`src/hw/rtl/zsc_pkg.sv`:
```
// ----------------------------------------------------------------------------
// zsc_pkg
// shared widths, types and codes for the rolling z-score pair signal core
// ----------------------------------------------------------------------------
`default_nettype none

package zsc_pkg;

   // window length, number of earlier spreads scored against
   localparam int WINDOW   = 8;
   localparam int WIN_LOG  = $clog2(WINDOW);
   localparam int SLOT_W   = WIN_LOG;
   localparam int FILL_W   = $clog2(WINDOW + 1);

   localparam int PRICE_W  = 24;
   localparam int SPREAD_W = PRICE_W + 1;
   localparam int MAG_W    = PRICE_W;
   localparam int SQ1_W    = 2 * MAG_W;
   localparam int SUM_W    = SPREAD_W + WIN_LOG;
   localparam int SQ_W     = SQ1_W + WIN_LOG;
   localparam int DEV_W    = SUM_W + 1;
   localparam int MUL_W    = DEV_W - 1;
   localparam int PROD_W   = 2 * MUL_W;
   localparam int VAR_W    = SQ1_W + 2 * WIN_LOG;
   localparam int VHI_W    = VAR_W - MUL_W;
   localparam int THR_W    = 12;
   localparam int T2_W     = 2 * THR_W;
   localparam int CMP_W    = T2_W + VAR_W;
   localparam int FRAC_SHIFT = 16;

   localparam logic [THR_W-1:0] THR_RESET = THR_W'(256);

   typedef logic signed [SPREAD_W-1:0] spread_type;
   typedef logic signed [SUM_W-1:0]    sum_type;
   typedef logic [SQ1_W-1:0]           sq1_type;
   typedef logic [SQ_W-1:0]            sqsum_type;

   typedef enum logic [1:0] {
      SIG_NONE  = 2'd0,
      SIG_SHORT = 2'd1,
      SIG_LONG  = 2'd2
   } sig_type;

   // window update request from the sequencer
   typedef struct packed {
      logic       en;
      spread_type cur;
      sq1_type    sq_cur;
      sq1_type    sq_old;
   } win_upd_type;

   // window status seen by the sequencer
   typedef struct packed {
      logic       full;
      spread_type old;
      sum_type    sum;
      sqsum_type  sqsum;
   } win_stat_type;

endpackage

`default_nettype wire

```
`src/hw/rtl/zsc_req_if.sv`:
```
// ----------------------------------------------------------------------------
// zsc_req_if
// price pair channel, valid/ready handshake
// ----------------------------------------------------------------------------
`default_nettype none

interface zsc_req_if import zsc_pkg::*; ();
   logic               valid;
   logic               ready;
   logic [PRICE_W-1:0] price_a;
   logic [PRICE_W-1:0] price_b;

   modport source (output valid, output price_a, output price_b, input ready);
   modport sink   (input valid, input price_a, input price_b, output ready);
endinterface

`default_nettype wire

```
`src/hw/rtl/zsc_rsp_if.sv`:
```
// ----------------------------------------------------------------------------
// zsc_rsp_if
// signal result channel, valid/ready handshake
// ----------------------------------------------------------------------------
`default_nettype none

interface zsc_rsp_if import zsc_pkg::*; ();
   logic       valid;
   logic       ready;
   logic [1:0] signal;
   logic       window_ready;
   logic       flat_window;

   modport source (output valid, output signal, output window_ready,
                   output flat_window, input ready);
   modport sink   (input valid, input signal, input window_ready,
                   input flat_window, output ready);
endinterface

`default_nettype wire

```
`src/hw/rtl/zsc_mul.sv`:
```
// ----------------------------------------------------------------------------
// zsc_mul
// shared unsigned multiplier with registered product
// ----------------------------------------------------------------------------
`default_nettype none

module zsc_mul import zsc_pkg::*; (
   input  wire logic              clock,
   input  wire logic [MUL_W-1:0]  op_a,
   input  wire logic [MUL_W-1:0]  op_b,
   output logic      [PROD_W-1:0] prod_ff
);

   logic [PROD_W-1:0] prod_in;

   assign prod_in = PROD_W'(op_a) * PROD_W'(op_b);

   always_ff @(posedge clock) begin
      prod_ff <= prod_in;
   end

endmodule

`default_nettype wire

```
`src/hw/rtl/zsc_win.sv`:
```
// ----------------------------------------------------------------------------
// zsc_win
// spread ring with running sum and sum of squares
// ----------------------------------------------------------------------------
`default_nettype none

module zsc_win import zsc_pkg::*; (
   input  wire logic         clock,
   input  wire logic         reset,
   input  wire win_upd_type  upd,
   output win_stat_type      stat
);

   spread_type           ring_ff [WINDOW];
   logic [SLOT_W-1:0]    slot_ff, slot_in;
   logic [FILL_W-1:0]    fill_ff, fill_in;
   sum_type              sum_ff, sum_in;
   sqsum_type            sqsum_ff, sqsum_in;
   logic                 full;

   assign full = (fill_ff == FILL_W'(WINDOW));

   always_comb begin
      slot_in  = slot_ff;
      fill_in  = fill_ff;
      sum_in   = sum_ff;
      sqsum_in = sqsum_ff;
      if (upd.en) begin
         slot_in = (slot_ff == SLOT_W'(WINDOW - 1)) ? '0 : slot_ff + 1'b1;
         if (full) begin
            // oldest spread leaves the window
            sum_in   = sum_ff + SUM_W'(upd.cur) - SUM_W'(ring_ff[slot_ff]);
            sqsum_in = sqsum_ff + SQ_W'(upd.sq_cur) - SQ_W'(upd.sq_old);
         end else begin
            fill_in  = fill_ff + 1'b1;
            sum_in   = sum_ff + SUM_W'(upd.cur);
            sqsum_in = sqsum_ff + SQ_W'(upd.sq_cur);
         end
      end
   end

   always_ff @(posedge clock) begin
      if (reset) begin
         slot_ff  <= '0;
         fill_ff  <= '0;
         sum_ff   <= '0;
         sqsum_ff <= '0;
      end else begin
         slot_ff  <= slot_in;
         fill_ff  <= fill_in;
         sum_ff   <= sum_in;
         sqsum_ff <= sqsum_in;
      end
   end

   // ring entries are only read once every slot has been written
   always_ff @(posedge clock) begin
      if (upd.en) begin
         ring_ff[slot_ff] <= upd.cur;
      end
   end

   assign stat.full  = full;
   assign stat.old   = ring_ff[slot_ff];
   assign stat.sum   = sum_ff;
   assign stat.sqsum = sqsum_ff;

endmodule

`default_nettype wire

```
`src/hw/rtl/rolling_zscore_pair_signal_core.sv`:
```
// ----------------------------------------------------------------------------
// rolling_zscore_pair_signal_core
// words: a new price word is accepted only in ST_IDLE, once the last word has left ST_FIN
//   with its result registered; the single shared multiplier forms
//   seven products per word (three squares, the deviation square, the
//   threshold square and a two-part threshold times variance product)
// reset: synchronous, active high; clears window count, slot, sums and
//   threshold (back to 1.0); ring contents need no clearing
// ----------------------------------------------------------------------------
`default_nettype none

module rolling_zscore_pair_signal_core import zsc_pkg::*; (
   input  wire logic         clock,
   input  wire logic         reset,
   zsc_req_if.sink           req_chan,
   zsc_rsp_if.source         rsp_chan,
   input  wire logic         csr_wr_en,
   input  wire logic [THR_W-1:0] csr_wr_data
);

   // one-hot sequencer, at most one multiplier issue per step
   typedef enum logic [9:0] {
      ST_IDLE = 10'b00_0000_0001,  // waiting for a price word
      ST_CUR  = 10'b00_0000_0010,  // square of current spread, form deviation
      ST_OLD  = 10'b00_0000_0100,  // square of the spread leaving the window
      ST_SUM  = 10'b00_0000_1000,  // square of the running sum
      ST_DEV  = 10'b00_0001_0000,  // square of deviation, form variance
      ST_T2   = 10'b00_0010_0000,  // threshold squared
      ST_RLO  = 10'b00_0100_0000,  // threshold^2 times low part of variance
      ST_RHI  = 10'b00_1000_0000,  // threshold^2 times high part of variance
      ST_ACC  = 10'b01_0000_0000,  // fold high partial product in
      ST_FIN  = 10'b10_0000_0000   // compare, emit result, update window
   } state_type;

   state_type            state_ff, state_in;

   // threshold register
   logic [THR_W-1:0]     thr_ff, thr_in;

   // working registers
   spread_type           cur_ff, cur_in;
   logic signed [DEV_W-1:0] dev_ff, dev_in;
   sq1_type              sqcur_ff;
   sq1_type              sqold_ff;
   logic [VAR_W-1:0]     var_ff, var_in;
   logic [PROD_W-1:0]    lhs_ff;
   logic [T2_W-1:0]      t2_ff;
   logic [CMP_W-1:0]     rhs_ff;

   // result register
   logic                 rsp_valid_ff, rsp_valid_in;
   sig_type              rsp_sig_ff, rsp_sig_in;
   logic                 rsp_rdy_ff, rsp_rdy_in;
   logic                 rsp_flat_ff, rsp_flat_in;

   // multiplier
   logic [MUL_W-1:0]     op_a, op_b;
   logic [PROD_W-1:0]    prod_ff;

   // window store
   win_upd_type          win_upd;
   win_stat_type         win_stat;

   logic                 accept;
   logic                 out_free;
   logic [MAG_W-1:0]     cur_mag, old_mag;
   logic [SUM_W-2:0]     sum_mag;
   logic [MUL_W-1:0]     dev_mag;
   logic [CMP_W-1:0]     lhs_cmp;
   logic                 above;
   logic                 flat;

   localparam logic signed [DEV_W-1:0] WIN_DEV = DEV_W'(WINDOW);
   localparam logic [VAR_W-1:0]        WIN_VAR = VAR_W'(WINDOW);

   zsc_mul u_mul (
      .clock   (clock),
      .op_a    (op_a),
      .op_b    (op_b),
      .prod_ff (prod_ff)
   );

   zsc_win u_win (
      .clock (clock),
      .reset (reset),
      .upd   (win_upd),
      .stat  (win_stat)
   );

   // handshakes: a finished result may wait while the next word comes in
   assign req_chan.ready = (state_ff == ST_IDLE);
   assign accept         = req_chan.valid && req_chan.ready;
   assign out_free       = !rsp_valid_ff || rsp_chan.ready;

   // magnitudes of signed quantities
   assign cur_mag = cur_ff[SPREAD_W-1] ? MAG_W'(-cur_ff) : MAG_W'(cur_ff);
   assign old_mag = win_stat.old[SPREAD_W-1] ? MAG_W'(-win_stat.old)
                                             : MAG_W'(win_stat.old);
   assign sum_mag = win_stat.sum[SUM_W-1] ? (SUM_W-1)'(-win_stat.sum)
                                          : (SUM_W-1)'(win_stat.sum);
   assign dev_mag = dev_ff[DEV_W-1] ? MUL_W'(-dev_ff) : MUL_W'(dev_ff);

   // spread and deviation
   assign cur_in = $signed({1'b0, req_chan.price_a}) - $signed({1'b0, req_chan.price_b});
   assign dev_in = WIN_DEV * DEV_W'(cur_ff) - DEV_W'(win_stat.sum);

   // variance scaled by window squared: N*sumsq - sum^2
   assign var_in = WIN_VAR * VAR_W'(win_stat.sqsum) - prod_ff[VAR_W-1:0];

   // z^2 > thr^2 test, threshold in q4.8 so deviation side gets 16 bits
   assign lhs_cmp = CMP_W'(lhs_ff) << FRAC_SHIFT;
   assign above   = lhs_cmp > rhs_ff;
   assign flat    = (var_ff == '0);

   // multiplier operand select
   always_comb begin
      op_a = '0;
      op_b = '0;
      unique case (state_ff)
         ST_CUR: begin
            op_a = MUL_W'(cur_mag);
            op_b = MUL_W'(cur_mag);
         end
         ST_OLD: begin
            op_a = MUL_W'(old_mag);
            op_b = MUL_W'(old_mag);
         end
         ST_SUM: begin
            op_a = MUL_W'(sum_mag);
            op_b = MUL_W'(sum_mag);
         end
         ST_DEV: begin
            op_a = dev_mag;
            op_b = dev_mag;
         end
         ST_T2: begin
            op_a = MUL_W'(thr_ff);
            op_b = MUL_W'(thr_ff);
         end
         ST_RLO: begin
            op_a = MUL_W'(prod_ff[T2_W-1:0]);
            op_b = var_ff[MUL_W-1:0];
         end
         ST_RHI: begin
            op_a = MUL_W'(t2_ff);
            op_b = MUL_W'(var_ff[VAR_W-1:MUL_W]);
         end
         default: begin
            op_a = '0;
            op_b = '0;
         end
      endcase
   end

   // sequencer and result forming
   always_comb begin
      state_in     = state_ff;
      rsp_valid_in = rsp_valid_ff;
      rsp_sig_in   = rsp_sig_ff;
      rsp_rdy_in   = rsp_rdy_ff;
      rsp_flat_in  = rsp_flat_ff;
      win_upd.en     = 1'b0;
      win_upd.cur    = cur_ff;
      win_upd.sq_cur = sqcur_ff;
      win_upd.sq_old = sqold_ff;

      if (rsp_valid_ff && rsp_chan.ready) begin
         rsp_valid_in = 1'b0;
      end

      unique case (state_ff)
         ST_IDLE: if (accept) state_in = ST_CUR;
         ST_CUR:  state_in = ST_OLD;
         ST_OLD:  state_in = ST_SUM;
         ST_SUM:  state_in = ST_DEV;
         ST_DEV:  state_in = ST_T2;
         ST_T2:   state_in = ST_RLO;
         ST_RLO:  state_in = ST_RHI;
         ST_RHI:  state_in = ST_ACC;
         ST_ACC:  state_in = ST_FIN;
         ST_FIN: begin
            // hold here while the previous word is still unread
            if (out_free) begin
               state_in     = ST_IDLE;
               win_upd.en   = 1'b1;
               rsp_valid_in = 1'b1;
               if (win_stat.full) begin
                  rsp_rdy_in  = 1'b1;
                  rsp_flat_in = flat;
                  if (flat || !above) begin
                     rsp_sig_in = SIG_NONE;
                  end else if (dev_ff[DEV_W-1]) begin
                     rsp_sig_in = SIG_LONG;
                  end else begin
                     rsp_sig_in = SIG_SHORT;
                  end
               end else begin
                  // window still filling
                  rsp_rdy_in  = 1'b0;
                  rsp_flat_in = 1'b0;
                  rsp_sig_in  = SIG_NONE;
               end
            end
         end
         default: state_in = ST_IDLE;
      endcase
   end

   assign thr_in = csr_wr_en ? csr_wr_data : thr_ff;

   // control state
   always_ff @(posedge clock) begin
      if (reset) begin
         state_ff     <= ST_IDLE;
         thr_ff       <= THR_RESET;
         rsp_valid_ff <= 1'b0;
      end else begin
         state_ff     <= state_in;
         thr_ff       <= thr_in;
         rsp_valid_ff <= rsp_valid_in;
      end
   end

   // datapath, loaded in the step that consumes each product
   always_ff @(posedge clock) begin
      if (accept) begin
         cur_ff <= cur_in;
      end
      if (state_ff == ST_CUR) begin
         dev_ff <= dev_in;
      end
      if (state_ff == ST_OLD) begin
         sqcur_ff <= prod_ff[SQ1_W-1:0];
      end
      if (state_ff == ST_SUM) begin
         sqold_ff <= prod_ff[SQ1_W-1:0];
      end
      if (state_ff == ST_DEV) begin
         var_ff <= var_in;
      end
      if (state_ff == ST_T2) begin
         lhs_ff <= prod_ff;
      end
      if (state_ff == ST_RLO) begin
         t2_ff <= prod_ff[T2_W-1:0];
      end
      if (state_ff == ST_RHI) begin
         rhs_ff <= CMP_W'(prod_ff);
      end
      if (state_ff == ST_ACC) begin
         rhs_ff <= rhs_ff + (CMP_W'(prod_ff) << MUL_W);
      end
      rsp_sig_ff  <= rsp_sig_in;
      rsp_rdy_ff  <= rsp_rdy_in;
      rsp_flat_ff <= rsp_flat_in;
   end

   assign rsp_chan.valid        = rsp_valid_ff;
   assign rsp_chan.signal       = rsp_sig_ff;
   assign rsp_chan.window_ready = rsp_rdy_ff;
   assign rsp_chan.flat_window  = rsp_flat_ff;

endmodule

`default_nettype wire
```
`src/flat_wrapper.sv`:
```
// flat-port wrapper written by rule: the top's interface ports become plain ports
module rolling_zscore_pair_signal_core_flat import zsc_pkg::*;
  (clock, reset, csr_wr_en, csr_wr_data, req_chan_valid, req_chan_price_a, req_chan_price_b, req_chan_ready, rsp_chan_valid, rsp_chan_signal, rsp_chan_window_ready, rsp_chan_flat_window, rsp_chan_ready);
  zsc_req_if req_chan_i ();
  zsc_rsp_if rsp_chan_i ();
  input  wire logic clock;
  input  wire logic reset;
  input  wire logic csr_wr_en;
  input  wire logic [THR_W-1:0] csr_wr_data;
  input wire logic [$bits(req_chan_i.valid)-1:0] req_chan_valid;
  input wire logic [$bits(req_chan_i.price_a)-1:0] req_chan_price_a;
  input wire logic [$bits(req_chan_i.price_b)-1:0] req_chan_price_b;
  output wire logic [$bits(req_chan_i.ready)-1:0] req_chan_ready;
  output wire logic [$bits(rsp_chan_i.valid)-1:0] rsp_chan_valid;
  output wire logic [$bits(rsp_chan_i.signal)-1:0] rsp_chan_signal;
  output wire logic [$bits(rsp_chan_i.window_ready)-1:0] rsp_chan_window_ready;
  output wire logic [$bits(rsp_chan_i.flat_window)-1:0] rsp_chan_flat_window;
  input wire logic [$bits(rsp_chan_i.ready)-1:0] rsp_chan_ready;
  assign req_chan_i.valid = req_chan_valid;
  assign req_chan_i.price_a = req_chan_price_a;
  assign req_chan_i.price_b = req_chan_price_b;
  assign req_chan_ready = req_chan_i.ready;
  assign rsp_chan_valid = rsp_chan_i.valid;
  assign rsp_chan_signal = rsp_chan_i.signal;
  assign rsp_chan_window_ready = rsp_chan_i.window_ready;
  assign rsp_chan_flat_window = rsp_chan_i.flat_window;
  assign rsp_chan_i.ready = rsp_chan_ready;
  rolling_zscore_pair_signal_core u_core (.clock(clock), .reset(reset), .req_chan(req_chan_i), .rsp_chan(rsp_chan_i), .csr_wr_en(csr_wr_en), .csr_wr_data(csr_wr_data));
endmodule
```
`config.mk`:
```
export PLATFORM = sky130hd
export DESIGN_NAME = rolling_zscore_pair_signal_core_flat
export DESIGN_NICKNAME = d
export VERILOG_FILES = /design/src/hw/rtl/zsc_pkg.sv /design/src/hw/rtl/zsc_req_if.sv /design/src/hw/rtl/zsc_rsp_if.sv /design/src/hw/rtl/zsc_mul.sv /design/src/hw/rtl/zsc_win.sv /design/src/hw/rtl/rolling_zscore_pair_signal_core.sv /design/src/flat_wrapper.sv
export SDC_FILE = /design/constraint.sdc
export NUM_CORES = 2
export LEC_CHECK = 0
export BUFFER_PORTS_ARGS = -buffer_cell sky130_fd_sc_hd__buf_2
export CAP_MARGIN = 20
export CORE_MARGIN = 1.5
export CORE_UTILIZATION = 25
export CTS_CLUSTER_DIAMETER = 40
export DETAILED_ROUTE_END_ITERATION = 7
export PLACE_DENSITY_LB_ADDON = 0.25
export SYNTH_ARGS = -nofsm -noshare
export SYNTH_HDL_FRONTEND = slang
export SYNTH_SLANG_ARGS = --single-unit
export TNS_END_PERCENT = 5
```
`constraint.sdc`:
```
create_clock -name clock -period 12.1 [get_ports clock]
set_input_delay 1.21 -clock clock [delete_from_list [all_inputs] [get_ports clock]]
set_output_delay 1.21 -clock clock [all_outputs]
set_load 0.01 [all_outputs]
```
==> reports/qor.csv <==
metric,value,unit
Critical Path Sink Type,flop,
wire per inst,21.9,um
"Reg clk slew, reported paths",0.05,ns
Startpoint Class,flop,
synthesized area per cell,9.64,sq um
Final Cell Area,0.0813,sq mm
Ys Warns,0,
core area,0.277,sq mm
DR top layer,met5,
I/O pin total,71,
Placer Congestion,0.950,
total gr overflow,0,
crit-path leading delay family,adder cells,
placed wire-length estimate,190,mm
vias in the first global route,55700,
slew at the pin closest to its max-slew limit,1.44,ns
"Cell Area, Synth",0.0697,sq mm
Cells after Synth,7233,
htree depth,4,
Fin. Hold Viols,0,
P_int,0.00583,W
wl on met1,110,mm
Final Max Slew Viols,0,
initial antenna violation count,10,
Residual DRC,0,
GRT Total Usage,17.5,%
final setup margin,0.646,ns
final setup fails,0,
sequential share of the synthesized area,29.2,%
Tcrit/Tclk final,94.7,%
CTS buffer count,144,
max-cap violations,0,
share of cells above drive strength 1,9.67,%
Pleak,36.0,nW
largest net degree at the start of global routing,79,
power share of the clock group,55.0,%
final setup TNS,0,ns
WS Path Type,reg2reg,
cell mode on critical path,fa_1,
"commonest non-fill, non-tap cell in the layout",inv_1,
Crit path required time,12.83,ns
hold_ws,0.518,ns
drt via density,4.82,
clk_skew,0.107,ns
full die area,0.282,sq mm
fin crit period,11.45,ns
Hold Path Stages,2,
Worst Hold End,u_core.u_win.fill_ff[1],
Yosys reg bits,734,
Die Y-Extent,531,um
Layout area overhead,16.6,%
Gate power share,9.8,%
routed wl met3,16.8,mm
Post-synth EDFFs,566,
root buf cell,clkbuf_16,
"commonest cells after routing, fill and taps aside","1142 x inv_1, 768 x nor2_1, 680 x fa_1",
prevailing post-synth register cell,edfxtp_1,
pre-CTS WS,0.0741,ns
CTS sink cnt,734,
status,completed,
Psw,0.00212,W
die width,531,um
FP Rows,193,
reg2reg path depth,34,
switching share of power,26.7,%
max_slew headroom,4.14,%
ys async rst share,0,%
worst reg-to-reg setup slack,0.65,ns
Routed Wire Length,247,mm
CTS tree,yes,
library cells used by synthesis,83,
vias,54300,
fin nets,8758,
CTS max path bufs,3,
RSZ-0062 raised after global routing,false,
HP Class,reg2reg,
drt pass-1 iters,7,
number of DRC markers in iteration 0,4334,
Placed Area,0.0758,sq mm
initial core utilization,25.2,%
global-route wire length before repair,366,mm
Buf/Inv on CP,7,
Detail Route met2 WL,112,mm
Max Fanout on Critical Path,20,
post-synthesis net count,8551,
IO Port Bufs,70,
slowest CP cell,a221oi_4,
RR Endpoint,u_core.u_mul.prod_ff[54],
sequential share of power,35.2,%
Hold Crit Start,u_core.u_win.fill_ff[1],
DRT antenna net count,0,
worst skew pair latency,0.84,ns
crit-path max cell delay,0.78,ns
critical path data arrival time,12.18,ns
worst-case vdd ir drop,0.115,mV
Max Freq,87.3,MHz
Power Density,97.7,mW/mm^2
## area by class of cell
cell class	instances	area (sq um)
sequential	734	20400
multi-input combinational	5095	44300
tap	3705	4640
clock inverter	97	1540
antenna	5	12.5
clock buffer	171	3840
fill	29000	196000
inverter	1151	4320
timing repair buffer	314	2260
## timing repair
| item | in CTS | in global routing |
|---|---|---|
| hold buffers | 0 | 0 |
| resized for setup | 0 | 7 |
| setup endpoints to repair | 0 | 8 |
| setup buffers | 0 | 2 |
## worst register-to-register path, delay by kind of cell (launching register included)
| family | cells | cell delay, ns |
|---|---|---|
| AO/OA/AOI/OAI | 13 | 3.75 |
| XOR/XNOR | 2 | 0.42 |
| adder cells (fa/ha/maj) | 8 | 3.99 |
| buffers and inverters | 7 | 1.40 |
| flip-flops | 1 | 0.59 |
| multiplexers | 2 | 0.98 |
| AND/OR/NAND/NOR | 2 | 0.24 |
## power by group through the flow
stage                     Clock (W)  Combinational (W)  Sequential [W]
after global placement            0           0.000763         0.00284
after global routing        0.00457           0.000851         0.00280
final                       0.00437           0.000780         0.00279
after floorplan                   0           0.000493         0.00284
after detailed placement          0           0.000761         0.00284
after CTS                   0.00446           0.000772         0.00279
## worst max-delay path by stage
| stage | startpoint | to | slack, ns | cells past startpoint |
|---|---|---|---|---|
| after floorplan | u_core.state_ff[0] | u_core.u_mul.prod_ff[54] | 1.20 | 37 |
| after global placement | flop | u_core.u_mul.prod_ff[55] | 0.25 | 36 |
| after detailed placement | flop | u_core.u_mul.prod_ff[55] | 0.07 | 36 |
| after CTS | flop | u_core.u_mul.prod_ff[55] | 0.07 | 36 |
| after global routing | flop | u_core.u_mul.prod_ff[55] | 0.01 | 36 |
| final | flop | u_core.u_mul.prod_ff[54] | 0.65 | 34 |
## cell usage after synthesis (11+ instances only)
library cell / n / area [sq um]
o22ai_1: 17 / 106
buf_2: 46 / 230
a221o_1: 44 / 440
nand2_1: 612 / 2300
o21ai_1: 11 / 55.1
o21bai_1: 47 / 353
fa_1: 680 / 13600
clkbuf_1: 182 / 683
edfxtp_1: 566 / 17000
ha_1: 573 / 7170
o21a_1: 53 / 398
or2_2: 18 / 113
a211oi_1: 106 / 796
a31oi_1: 45 / 282
a221oi_2: 18 / 270
and2_1: 60 / 375
nor4_1: 37 / 231
xnor2_1: 270 / 2360
o31ai_1: 32 / 240
a221oi_1: 47 / 412
dfxtp_1: 168 / 3360
mux2i_1: 49 / 490
nor2b_1: 62 / 388
nand3b_1: 13 / 97.6
a21boi_0: 12 / 90.1
nand3_1: 69 / 345
nand4_1: 40 / 250
nand2b_1: 70 / 438
nor2_1: 772 / 2900
inv_1: 1147 / 4310
a21o_1: 192 / 1440
mux4_2: 50 / 1130
and3_1: 44 / 275
or3_1: 31 / 194
o211ai_1: 34 / 255
xor2_1: 133 / 1160
nor3_1: 91 / 455
buf_1: 13 / 48.8
a21oi_1: 347 / 1740
a211o_1: 11 / 96.3
o21ai_0: 248 / 1240
o41ai_1: 21 / 184
and4_1: 11 / 96.3
## layer usage
layer | global-route usage (%) | vias to the layer above
li1 | - | 24900
met1 | 23.2 | 27200
met2 | 28.1 | 1748
met3 | 3.52 | 431
met4 | 5.90 | 8
met5 | 0.376 | -
## logic make-up after synthesis
kind of cell | after synthesis | synth area share, %
AOI/OAI and AO/OA | 1375 | 13.3
and+or+nand+nor | 1962 | 12.5
DFF | 734 | 29.2
muxes | 102 | 2.37
adders and majority gates | 1253 | 29.8
xor gates and xnor gates | 403 | 5.06
buffers and inverters | 1404 | 7.73
## per-stage QoR
step | util, % | std cells | total power, W
floorplan | - | 7233 | 0.00334
global placement | 27.4 | 11000 | 0.00361
detailed placement | 27.4 | 11000 | 0.00361
CTS | 29.3 | 11300 | 0.00802
global route | 29.3 | 11300 | 0.00821
finish | 29.4 | 11300 | 0.00794
## flip-flops by register name (all words and copies together), names as in the netlist, named ones only
register / flops
u_core.cur_ff: 25
u_core.dev_ff: 29
u_core.lhs_ff: 56
u_core.rhs_ff: 78
u_core.rsp_chan.flat_window: 1
u_core.rsp_chan.signal: 2
u_core.rsp_chan.valid: 1
u_core.rsp_chan.window_ready: 1
u_core.sqcur_ff: 48
u_core.sqold_ff: 48
u_core.state_ff: 10
u_core.t2_ff: 24
u_core.thr_ff: 12
u_core.u_mul.prod_ff: 56
u_core.u_win.fill_ff: 4
u_core.u_win.ring_ff: 200
u_core.u_win.slot_ff: 3
u_core.u_win.sqsum_ff: 51
u_core.u_win.sum_ff: 28
u_core.var_ff: 54
Power figures use the tool's default switching activity.
